$ cat config.mk
export PLATFORM = sky130hd
export DESIGN_NAME = peak_normalize_samples
export DESIGN_NICKNAME = d
export VERILOG_FILES = /design/src/pns_pkg.sv /design/src/pns_ctrl.sv /design/src/pns_dp.sv /design/src/peak_normalize_samples.sv
export SDC_FILE = /design/constraint.sdc
export NUM_CORES = 1
export LEC_CHECK = 0
export BUFFER_PORTS_ARGS = -buffer_cell sky130_fd_sc_hd__buf_2
export CORE_ASPECT_RATIO = 1.2
export CORE_MARGIN = 1
export CORE_UTILIZATION = 50
export DETAILED_ROUTE_END_ITERATION = 8
export MAX_ROUTING_LAYER = met4
export PLACE_DENSITY = 0.63
export SLEW_MARGIN = 20
export SYNTH_ARGS = -nofsm -noshare
export SYNTH_HDL_FRONTEND = slang
export SYNTH_SLANG_ARGS = --single-unit
$ cat constraint.sdc
create_clock -name clk -period 10.6 [get_ports clk]
set_input_delay 0 -clock clk [delete_from_list [all_inputs] [get_ports clk]]
set_output_delay 0 -clock clk [all_outputs]
set_load 0.03 [all_outputs]
$ cat src/pns_pkg.sv
package pns_pkg;

	// Field widths of the sample path.
	localparam int SampleBits  = 16;
	localparam int TargetBits  = 15;
	localparam int PeakBits    = SampleBits + 1;
	localparam int ProdBits    = 2 * SampleBits;
	localparam int MagBits     = ProdBits - 1;
	localparam int QuoBits     = SampleBits;
	localparam int StepCntBits = $clog2(QuoBits);

	localparam logic [TargetBits-1:0]  TargetReset = 15'd30000;
	localparam logic [StepCntBits-1:0] LastStep    = StepCntBits'(QuoBits - 1);

	// Pass codes carried by pass_select.
	localparam logic PassMeasure = 1'b0;
	localparam logic PassScale   = 1'b1;

	typedef struct packed {
		logic                         pass_select;
		logic signed [SampleBits-1:0] sample_in;
		logic                         last_in;
	} in_t;

	typedef struct packed {
		logic signed [SampleBits-1:0] sample_out;
		logic                         last_out;
	} out_t;

	typedef enum logic [2:0] {
		ST_IDLE,
		ST_MUL,
		ST_LOAD,
		ST_DIV,
		ST_FIN
	} state_t;

	// Commands from the controller to the datapath.
	typedef struct packed {
		logic measure;
		logic capture;
		logic mul;
		logic load;
		logic div_step;
		logic finish;
	} dp_cmd_t;

	// Status from the datapath to the controller.
	typedef struct packed {
		logic out_free;
	} dp_stat_t;

endpackage

$ cat src/pns_ctrl.sv
module pns_ctrl
	import pns_pkg::*;
(
	input  logic     clk,
	input  logic     arst_n,
	input  logic     in_valid,
	input  logic     pass_select,
	output logic     in_stall,
	input  dp_stat_t stat,
	output dp_cmd_t  cmd
);

	state_t                 state_q;
	state_t                 state_d;
	logic [StepCntBits-1:0] step_q;
	logic                   accept;

	// State register and divider step counter.
	always_ff @(posedge clk or negedge arst_n) begin
		if (!arst_n) begin
			state_q <= ST_IDLE;
			step_q  <= '0;
		end else begin
			state_q <= state_d;
			if (state_q == ST_LOAD) begin
				step_q <= '0;
			end else if (state_q == ST_DIV) begin
				step_q <= step_q + 1'b1;
			end
		end
	end

	assign in_stall = (state_q != ST_IDLE);
	assign accept   = in_valid && !in_stall;

	// Next state and datapath commands.
	always_comb begin
		state_d = state_q;
		cmd     = '0;
		case (state_q)
			ST_IDLE: begin
				if (accept) begin
					if (pass_select == PassScale) begin
						cmd.capture = 1'b1;
						state_d     = ST_MUL;
					end else begin
						cmd.measure = 1'b1;
					end
				end
			end
			ST_MUL: begin
				cmd.mul = 1'b1;
				state_d = ST_LOAD;
			end
			ST_LOAD: begin
				cmd.load = 1'b1;
				state_d  = ST_DIV;
			end
			ST_DIV: begin
				cmd.div_step = 1'b1;
				if (step_q == LastStep) begin
					state_d = ST_FIN;
				end
			end
			ST_FIN: begin
				if (stat.out_free) begin
					cmd.finish = 1'b1;
					state_d    = ST_IDLE;
				end
			end
			default: begin
				state_d = ST_IDLE;
			end
		endcase
	end

endmodule

$ cat src/pns_dp.sv
module pns_dp
	import pns_pkg::*;
(
	input  logic                  clk,
	input  logic                  arst_n,
	input  in_t                   in_item,
	input  logic                  target_we,
	input  logic [TargetBits-1:0] target_data,
	input  dp_cmd_t               cmd,
	output dp_stat_t              stat,
	output logic                  out_valid,
	input  logic                  out_stall,
	output out_t                  out_item
);

	logic [TargetBits-1:0]        target_q;
	logic [PeakBits-1:0]          peak_q;
	logic signed [SampleBits-1:0] sample_q;
	logic                         last_q;
	logic [PeakBits-1:0]          den_q;
	logic signed [ProdBits-1:0]   prod_s2;
	logic                         neg_q;
	logic                         sat_q;
	logic [PeakBits-1:0]          rem_q;
	logic [QuoBits-1:0]           quo_q;
	logic                         out_valid_q;
	out_t                         out_q;

	logic [PeakBits-1:0]          in_mag;
	logic [ProdBits-1:0]          prod_abs;
	logic [MagBits-1:0]           mag;
	logic [PeakBits-1:0]          mag_hi;
	logic [PeakBits:0]            trial;
	logic                         trial_ge;
	logic [PeakBits:0]            trial_diff;
	logic [QuoBits:0]             quo_up;
	logic [QuoBits:0]             tgt_ext;
	logic [TargetBits-1:0]        res_mag;
	logic signed [SampleBits-1:0] res;

	// Magnitude of the incoming sample for the measure pass.
	assign in_mag = in_item.sample_in[SampleBits-1]
		? PeakBits'(-{in_item.sample_in[SampleBits-1], in_item.sample_in})
		: PeakBits'({1'b0, in_item.sample_in});

	// Magnitude of the registered product and its top part for the range check.
	assign prod_abs = prod_s2[ProdBits-1] ? ProdBits'(-prod_s2) : ProdBits'(prod_s2);
	assign mag      = prod_abs[MagBits-1:0];
	assign mag_hi   = PeakBits'(mag[MagBits-1:QuoBits]);

	// One restoring division step.
	assign trial      = {rem_q, quo_q[QuoBits-1]};
	assign trial_ge   = (trial >= {1'b0, den_q});
	assign trial_diff = trial - {1'b0, den_q};

	// Floor toward minus infinity and clamp to the target.
	assign quo_up  = {1'b0, quo_q} + (QuoBits+1)'(rem_q != '0);
	assign tgt_ext = (QuoBits+1)'(target_q);
	always_comb begin
		if (sat_q) begin
			res_mag = target_q;
		end else if (neg_q) begin
			res_mag = (quo_up > tgt_ext) ? target_q : quo_up[TargetBits-1:0];
		end else begin
			res_mag = ({1'b0, quo_q} > tgt_ext) ? target_q : quo_q[TargetBits-1:0];
		end
		res = neg_q ? SampleBits'(-{1'b0, res_mag}) : SampleBits'({1'b0, res_mag});
	end

	// Target register and stored peak.
	always_ff @(posedge clk or negedge arst_n) begin
		if (!arst_n) begin
			target_q <= TargetReset;
			peak_q   <= '0;
		end else begin
			if (target_we) begin
				target_q <= target_data;
			end
			if (cmd.measure && (in_mag > peak_q)) begin
				peak_q <= in_mag;
			end else if (cmd.finish && last_q) begin
				peak_q <= '0;
			end
		end
	end

	// Operand capture, multiply and divide registers.
	always_ff @(posedge clk) begin
		if (cmd.capture) begin
			sample_q <= in_item.sample_in;
			last_q   <= in_item.last_in;
		end
		if (cmd.mul) begin
			prod_s2 <= ProdBits'(sample_q) * ProdBits'($signed({1'b0, target_q}));
			den_q   <= (peak_q == '0) ? PeakBits'(1) : peak_q;
		end
		if (cmd.load) begin
			neg_q <= prod_s2[ProdBits-1];
			sat_q <= (mag_hi >= den_q);
			rem_q <= mag_hi;
			quo_q <= mag[QuoBits-1:0];
		end else if (cmd.div_step) begin
			rem_q <= trial_ge ? trial_diff[PeakBits-1:0] : trial[PeakBits-1:0];
			quo_q <= {quo_q[QuoBits-2:0], trial_ge};
		end
	end

	// Output register holds a finished item until it is taken.
	always_ff @(posedge clk or negedge arst_n) begin
		if (!arst_n) begin
			out_valid_q <= 1'b0;
		end else if (cmd.finish) begin
			out_valid_q <= 1'b1;
		end else if (!out_stall) begin
			out_valid_q <= 1'b0;
		end
	end

	always_ff @(posedge clk) begin
		if (cmd.finish) begin
			out_q.sample_out <= res;
			out_q.last_out   <= last_q;
		end
	end

	assign stat.out_free = !out_valid_q || !out_stall;
	assign out_valid     = out_valid_q;
	assign out_item      = out_q;

endmodule

$ cat src/peak_normalize_samples.sv
// Two-pass peak normalizer for signed 16-bit audio. Measure-pass items
// (pass_select 0) update the stored peak magnitude and give no result.
// Scale-pass items each give floor(sample * target_peak / peak),
// with a peak of zero taken as one, clamped to plus or minus target_peak;
// the scale item marked last clears the peak. A scale item passes
// through a multiply step, a load step, 16 steps of the restoring
// divider (one quotient bit per cycle) and a finish step before its
// result is offered. The next item can be accepted in the same cycle as
// the result is offered. The finish step waits while the output
// register still holds a result that has not been taken. Input is stalled
// while a scale item is in flight. The user must write target_peak through
// target_we and target_data only while the block is idle; the block does
// not enforce this. target_peak resets to 30000.
module peak_normalize_samples
	import pns_pkg::*;
(
	input  logic                  clk,
	input  logic                  arst_n,
	input  logic                  in_valid,
	output logic                  in_stall,
	input  in_t                   in_item,
	output logic                  out_valid,
	input  logic                  out_stall,
	output out_t                  out_item,
	input  logic                  target_we,
	input  logic [TargetBits-1:0] target_data
);

	dp_cmd_t  cmd;
	dp_stat_t stat;

	// Sequencer for capture, multiply, divide and finish.
	pns_ctrl u_ctrl (
		.clk         (clk),
		.arst_n      (arst_n),
		.in_valid    (in_valid),
		.pass_select (in_item.pass_select),
		.in_stall    (in_stall),
		.stat        (stat),
		.cmd         (cmd)
	);

	// Peak, multiplier, divider and output register.
	pns_dp u_dp (
		.clk         (clk),
		.arst_n      (arst_n),
		.in_item     (in_item),
		.target_we   (target_we),
		.target_data (target_data),
		.cmd         (cmd),
		.stat        (stat),
		.out_valid   (out_valid),
		.out_stall   (out_stall),
		.out_item    (out_item)
	);

endmodule

== Word-level counts from Yosys, hierarchy flattened ==
Cells that the tools add are included.
W data, S select, Z words.

* Bits in registers: 158
* Latch bits: 0
* Bits in writable memories: 0
* Bits in read-only memories: 0
* Input port bits: 38
* Output and inout port bits: 19
* Memories kept: 0

* Add/subtract/negate cells: 6
* Multipliers: 1
* Divide/modulo/power cells: 0
* Magnitude comparators: 5
* Eq/ne operators: 10
* Shift-type cells: 0
* Muxes and demuxes: 32
* Bitwise operators: 0
* Reductions and logical operators: 15

{| class="wikitable"
|+ Operators by type and width
! kind !! count
|-
| $mux W15 || 7
|-
| $mux W17 || 4
|-
| $mul A16 B16 Y32 || 1
|-
| $mux W16 || 2
|-
| $mux W31 || 1
|-
| $neg A31 Y31 || 1
|-
| $ge A18 B17 Y1 || 1
|-
| $add A16 B1 Y17 || 1
|-
| $ge A15 B17 Y1 || 1
|-
| $gt A17 B15 Y1 || 1
|-
| $gt A17 B17 Y1 || 1
|-
| $logic_not A17 Y1 || 1
|-
| $neg A17 Y17 || 1
|-
| $reduce_bool A17 Y1 || 1
|-
| $sub A17 B17 Y17 || 1
|-
| $gt A16 B15 Y1 || 1
|-
| $neg A15 Y16 || 1
|-
| $pmux W3 S5 || 1
|-
| $mux W3 || 4
|-
| $mux W1 || 9
|-
| $mux W4 || 2
|-
| $eq A3 B2 Y1 const B || 2
|-
| $ne A2 B2 Y1 const B || 3
|-
| $reduce_bool A2 Y1 || 3
|-
| 12 further kinds || 18
|}

== Depth between registers and ports, before layout ==
* Word-level depth: 8
* Gate-level depth with buffers: 25
* Depth with buffers taken out: 24

== By module ==
Synthesis repeated with hierarchy kept, for this count alone.

* Cells, all modules: 2,086
* Area, all modules: 19,630.1 um^2

{| class="wikitable"
|+ By module, submodules not included
! module !! times used !! cells an instance !! area an instance (um^2)
|-
| pns_dp || 1 || 2,044 || 19,253.5
|-
| pns_ctrl || 1 || 42 || 376.6
|}

== Least setup slack after synthesis ==
OpenSTA, ideal clock, no wires.

* Path type: register -> register
* Start: reg u_dp.target_q[12]
* End: reg u_dp.prod_s2[31], data pin
* Setup time: 0.260 ns
* Arrival time: 6.121 ns
* Data required time: 10.340 ns
* Path slack: 4.219 ns
* Stages on the path, launching flop included: 24
* Clock period less this slack: 6.381 ns
* Cells stage by stage: dfstp_2 > clkbuf_1 > clkbuf_1 > nand2_1 > fa_1 > fa_1 > fa_1 > inv_1 > fa_1 > fa_1 > inv_1 > fa_1 > inv_1 > ha_1 > a21o_1 > a21oi_1 > o22ai_1 > nor4_1 > o41ai_1 > o211a_1 > a211oi_1 > o31ai_1 > a21oi_1 > xnor2_1

* Cells in the longest elaborated chain, start to end: 1

{| class="wikitable"
|+ RTL lines
! item !! RTL line !! source
|-
| start, declared || pns_dp.sv:16 || <nowiki>logic [TargetBits-1:0] target_q;</nowiki>
|-
| start signal, assigned || pns_dp.sv:73 || <nowiki>target_q <= TargetReset;</nowiki>
|-
| start signal, assigned || pns_dp.sv:77 || <nowiki>target_q <= target_data;</nowiki>
|-
| $mul A16 B16 Y32 || pns_dp.sv:94 || <nowiki>prod_s2 <= ProdBits'(sample_q) * ProdBits'($signed({1'b0, target_q}));</nowiki>
|-
| end signal, assigned || pns_dp.sv:94 ||
|-
| end, declared || pns_dp.sv:21 || <nowiki>logic signed [ProdBits-1:0] prod_s2;</nowiki>
|}

Every way passes these cells.
A chain may end at the register's enable or synchronous reset.

== Worst setup path in the final report ==
* Start: reg u_dp.target_q[9]
* End: reg u_dp.prod_s2[31], data pin

Same word-level chain as after synthesis.

==> metrics.txt <==
# TYPE chip_impl_metric gauge
chip_impl_metric{name="global_route.usage.met1",unit="%"} 31.8
chip_impl_metric{name="max-cap-violations",unit=""} 0
chip_impl_metric{name="wire_length_of_the_first_global_routing_pass",unit="mm"} 79.4
chip_impl_metric{name="async_set_or_reset_flop_fraction_in_the_synthesized_netlist",unit="%"} 25.3
chip_impl_metric{name="gp_congestion",unit=""} 0.928
chip_impl_metric{name="detail_route.wirelength",unit="mm"} 49.3
chip_impl_metric{name="grt_overall_usage",unit="%"} 26.8
chip_impl_metric{name="post_layout_minimum_cycle_time",unit="ns"} 6.95
chip_impl_metric{name="die-height",unit="um"} 219
chip_impl_metric{name="synth_fp_nets",unit=""} 2490
chip_impl_metric{name="clockBufferDepth",unit=""} 2
chip_impl_metric{name="actual_slew_at_the_worst_max_slew_pin",unit="ns"} 1.00
chip_impl_metric{name="synthesis.area",unit="um^2"} 19600
chip_impl_metric{name="antenna_violating_nets_post_route",unit=""} 0
chip_impl_info{name="status",value="finished clean"} 1
chip_impl_metric{name="post-route-period-util",unit="%"} 65.5
chip_impl_metric{name="synth_enable_flop_cells",unit=""} 116
chip_impl_metric{name="number_of_global_route_vias_before_repair",unit=""} 15000
chip_impl_metric{name="cts.hold.buffers_added",unit=""} 43
chip_impl_metric{name="register_area",unit="um^2"} 4530
chip_impl_info{name="min_path_type",value="in -> reg"} 1
chip_impl_metric{name="drt_first_iter_violations",unit=""} 781
chip_impl_metric{name="htreeDepth",unit=""} 4
chip_impl_metric{name="hold_violations",unit=""} 0
chip_impl_metric{name="cts-buffers-inserted",unit=""} 17
chip_impl_info{name="rsz0062_at_grt",value="false"} 1
chip_impl_info{name="clockRootBuffer",value="sky130_fd_sc_hd__clkbuf_16"} 1
chip_impl_info{name="worst_setup_path_start_kind",value="register"} 1
chip_impl_metric{name="final-setup-viol-count",unit=""} 0
chip_impl_metric{name="final_design_area_no_fill",unit="um^2"} 21300
chip_impl_metric{name="antenna_found_initial",unit=""} 0
chip_impl_metric{name="antenna_cells",unit=""} 0
chip_impl_metric{name="max_clock_freq",unit="GHz"} 0.144
chip_impl_info{name="dominantRegCellSynth",value="sky130_fd_sc_hd__edfxtp_1"} 1
chip_impl_metric{name="globalRoute.totalOverflow",unit=""} 0
chip_impl_metric{name="placed_cells",unit=""} 2544
chip_impl_metric{name="drive_above_1_share",unit="%"} 7.55
chip_impl_metric{name="cts_resized",unit=""} 0
chip_impl_metric{name="clkSlewWorstSetupHoldPaths",unit="ns"} 0.07
chip_impl_metric{name="boundaryPins",unit=""} 57
chip_impl_metric{name="totalNegativeSetupSlack",unit="ns"} 0
chip_impl_metric{name="gr_layer_usage_met3",unit="%"} 2.17
chip_impl_metric{name="route.detailed.vias_per_inst",unit=""} 5.46
chip_impl_metric{name="final_nets",unit=""} 2533
chip_impl_metric{name="placed_area",unit="um^2"} 20200
chip_impl_metric{name="grtUsageMet2",unit="%"} 47.3
chip_impl_info{name="tritoncts",value="yes"} 1
chip_impl_metric{name="layout-area-overhead-vs-synth",unit="%"} 8.72
chip_impl_metric{name="timing.critical_path.fanout_max",unit=""} 19
chip_impl_metric{name="wl_per_cell",unit="um"} 18.8
chip_impl_info{name="busiest_layer",value="met2"} 1
chip_impl_metric{name="numPortBuffers",unit=""} 56
chip_impl_metric{name="horizontal_die_dimension",unit="um"} 183
chip_impl_metric{name="fillCellCount",unit=""} 3448
chip_impl_metric{name="floorplan.rows",unit=""} 79
chip_impl_metric{name="postCtsSetupRepairBufs",unit=""} 0
chip_impl_metric{name="dpl.hpwl",unit="mm"} 39.1
chip_impl_metric{name="area_occupied_by_multi_input_gates",unit="um^2"} 13300
chip_impl_metric{name="grt_start_max_net_pins",unit=""} 51
chip_impl_metric{name="worst-endpoint-arrival",unit="ns"} 7.14
chip_impl_metric{name="yosysWarningCount",unit=""} 0
chip_impl_metric{name="worstSkewPairLatency",unit="ns"} 0.44
chip_impl_metric{name="skew",unit="ns"} 0.0117
chip_impl_metric{name="detail_route.first_pass.iterations",unit=""} 5
chip_impl_info{name="worstSetupEndpointType",value="register"} 1
chip_impl_metric{name="synth-seq-cells",unit=""} 158
chip_impl_metric{name="layoutNonFillerInstCount",unit=""} 2620
chip_impl_metric{name="postSynthAreaPerCell",unit="um^2"} 9.61
chip_impl_metric{name="synth_cell_type_count",unit=""} 85
chip_impl_metric{name="yosysSeqAreaShare",unit="%"} 23.2
chip_impl_metric{name="max-slew-margin-rel",unit="%"} 33.0
chip_impl_metric{name="synth_cells",unit=""} 2038
chip_impl_metric{name="number_of_sinks_driven_by_the_clock_tree",unit=""} 158
chip_impl_info{name="setup.worst_path.class",value="reg -> reg"} 1
chip_impl_metric{name="die_ar",unit="um^2"} 39900
chip_impl_metric{name="vias",unit=""} 14300
chip_impl_metric{name="finalMaxSlewViolations",unit=""} 0
chip_impl_metric{name="initial_utilization",unit="%"} 50.6
chip_impl_metric{name="post-route-drc-count",unit=""} 0
chip_impl_metric{name="worstPathRequired",unit="ns"} 10.79
chip_impl_metric{name="placeableCoreArea",unit="um^2"} 38600
logic make-up (layout without fill, tap and decap cells):
family                   Yosys count  in the layout  share of synthesized area, %
XOR/XNOR                         115            115                          5.15
buffers and inverters            453            509                          8.78
AND/OR/NAND/NOR                  551            551                          14.2
flip-flops                       158            158                          23.2
AO/OA/AOI/OAI                    306            306                          10.6
multiplexers                      40             40                          2.17
other                              1              1                        0.0192
adder cells (fa/ha/maj)          414            414                          35.9
Yosys cell counts, drive strengths merged (4+ instances only):
library cell	n	area (um^2)
buf	10	55.1
a21boi	5	41.3
and2	116	726
o31ai	22	194
xnor2	75	657
ha	167	2090
a211oi	17	148
or3	8	50.1
fa	247	4940
a21o	28	210
o41ai	6	75.1
o21bai	6	45.0
o211ai	7	52.6
nand2b	17	121
dfrtp	33	826
o21a	10	75.1
mux2i	21	210
xor2	40	350
o22a	4	43.8
nor3	19	95.1
nand4	21	138
edfxtp	116	3480
or4	11	101
mux2	19	214
o21ai	98	498
nor2b	10	62.6
a311oi	7	61.3
a211o	4	35.0
nor4	14	106
inv	372	1400
clkbuf	71	267
a21oi	66	353
nand2	242	908
dfstp	7	184
nor2	51	199
nand3	23	125
area by class of cell:
| class | instances | area share (%) |
|---|---|---|
| Multi-Input combinational cell | 1427 | 62.7 |
| Sequential cell | 158 | 21.3 |
| Tap cell | 526 | 3.09 |
| Clock buffer | 21 | 2.27 |
| Inverter | 372 | 6.56 |
| Timing Repair Buffer | 105 | 3.66 |
| Clock inverter | 11 | 0.441 |
critical path: stages (launching register included):
cell and delay (ns):
sky130_fd_sc_hd__dfrtp_1 0.90, sky130_fd_sc_hd__nand2_1 0.17, sky130_fd_sc_hd__fa_1 0.60, sky130_fd_sc_hd__fa_1 0.43, sky130_fd_sc_hd__fa_1 0.51, sky130_fd_sc_hd__inv_1 0.06
sky130_fd_sc_hd__fa_1 0.53, sky130_fd_sc_hd__fa_1 0.55, sky130_fd_sc_hd__inv_1 0.05, sky130_fd_sc_hd__fa_1 0.53, sky130_fd_sc_hd__inv_1 0.04, sky130_fd_sc_hd__ha_1 0.35
sky130_fd_sc_hd__a21o_1 0.21, sky130_fd_sc_hd__a21oi_1 0.19, sky130_fd_sc_hd__o22ai_1 0.11, sky130_fd_sc_hd__nor4_1 0.22, sky130_fd_sc_hd__o41ai_1 0.14, sky130_fd_sc_hd__o211a_1 0.20
sky130_fd_sc_hd__a211oi_1 0.46, sky130_fd_sc_hd__o31ai_1 0.15, sky130_fd_sc_hd__a21oi_1 0.20, sky130_fd_sc_hd__xnor2_1 0.08
metrics by stage:
| step | util (%) | hold slack [ns] | setup WS [ns] |
|---|---|---|---|
| 2_1_floorplan | - | -0.296 | 4.22 |
| 3_3_place_gp | 52.4 | 0.176 | 3.80 |
| 3_5_place_dp | 52.4 | 0.179 | 3.73 |
| 4_1_cts | 55.0 | 0.0102 | 3.70 |
| 5_1_grt | 55.1 | 0.0556 | 3.32 |
| 6_report | 55.1 | 0.0363 | 3.65 |
registers in the layout, summed over array words and instances, names as in the netlist:
signal	count
u_dp.prod_s2	32
u_dp.den_q	17
u_dp.out_item	17
u_dp.peak_q	17
u_dp.rem_q	17
u_dp.quo_q	16
u_dp.sample_q	16
u_dp.target_q	15
u_ctrl.step_q	4
u_ctrl.state_q	3
u_dp.last_q	1
u_dp.neg_q	1
u_dp.out_valid	1
u_dp.sat_q	1
per-layer routing:
metal,vias up,share of wire [%]
met5,-,0
met4,0,3.0
met3,97,2.9
met2,321,53
met1,7168,41
li1,6720,-
final timing paths:
kind,startpoint,cells after the start,to,slack (ns)
min in group asynchronous,arst_n,2,u_ctrl.state_q[0]$_DFFE_PN0P_,0.13
setup reg to reg,u_dp.target_q[9]$_DFFE_PN0P_,21,u_dp.prod_s2[31]$_DFFE_PP_,3.65
setup / recovery,u_dp.target_q[9]$_DFFE_PN0P_,21,u_dp.prod_s2[31]$_DFFE_PP_,3.65
hold reg to reg,u_ctrl.step_q[1]$_DFFE_PN0N_,2,u_ctrl.step_q[1]$_DFFE_PN0N_,0.51
hold / removal,target_we,3,u_dp.target_q[0]$_DFFE_PN0P_,0.04
max in group asynchronous,arst_n,2,u_dp.target_q[6]$_DFFE_PN0P_,10.05
placed cells by master, fill, tap and decap left out, types with 13 or more instances in the layout:
cell / n
sky130_fd_sc_hd__o31ai_1: 18
sky130_fd_sc_hd__xnor2_1: 75
sky130_fd_sc_hd__a21oi_1: 63
sky130_fd_sc_hd__dfrtp_1: 33
sky130_fd_sc_hd__a21o_1: 28
sky130_fd_sc_hd__and2_1: 116
sky130_fd_sc_hd__nand2_1: 242
sky130_fd_sc_hd__nand3_1: 21
sky130_fd_sc_hd__a211oi_1: 13
sky130_fd_sc_hd__buf_2: 55
sky130_fd_sc_hd__ha_1: 167
sky130_fd_sc_hd__mux2_2: 19
sky130_fd_sc_hd__inv_1: 372
sky130_fd_sc_hd__clkbuf_16: 19
sky130_fd_sc_hd__edfxtp_1: 116
sky130_fd_sc_hd__xor2_1: 40
sky130_fd_sc_hd__nor3_1: 19
sky130_fd_sc_hd__o21ai_0: 94
sky130_fd_sc_hd__mux2i_1: 21
sky130_fd_sc_hd__nand4_1: 20
sky130_fd_sc_hd__fa_1: 247
sky130_fd_sc_hd__dlygate4sd3_1: 43
sky130_fd_sc_hd__nand2b_1: 15
sky130_fd_sc_hd__nor2_1: 50
Power is left out: the tool's default activity adds up to more than one toggle a clock period on the data nets, which glitch-free logic cannot reach.
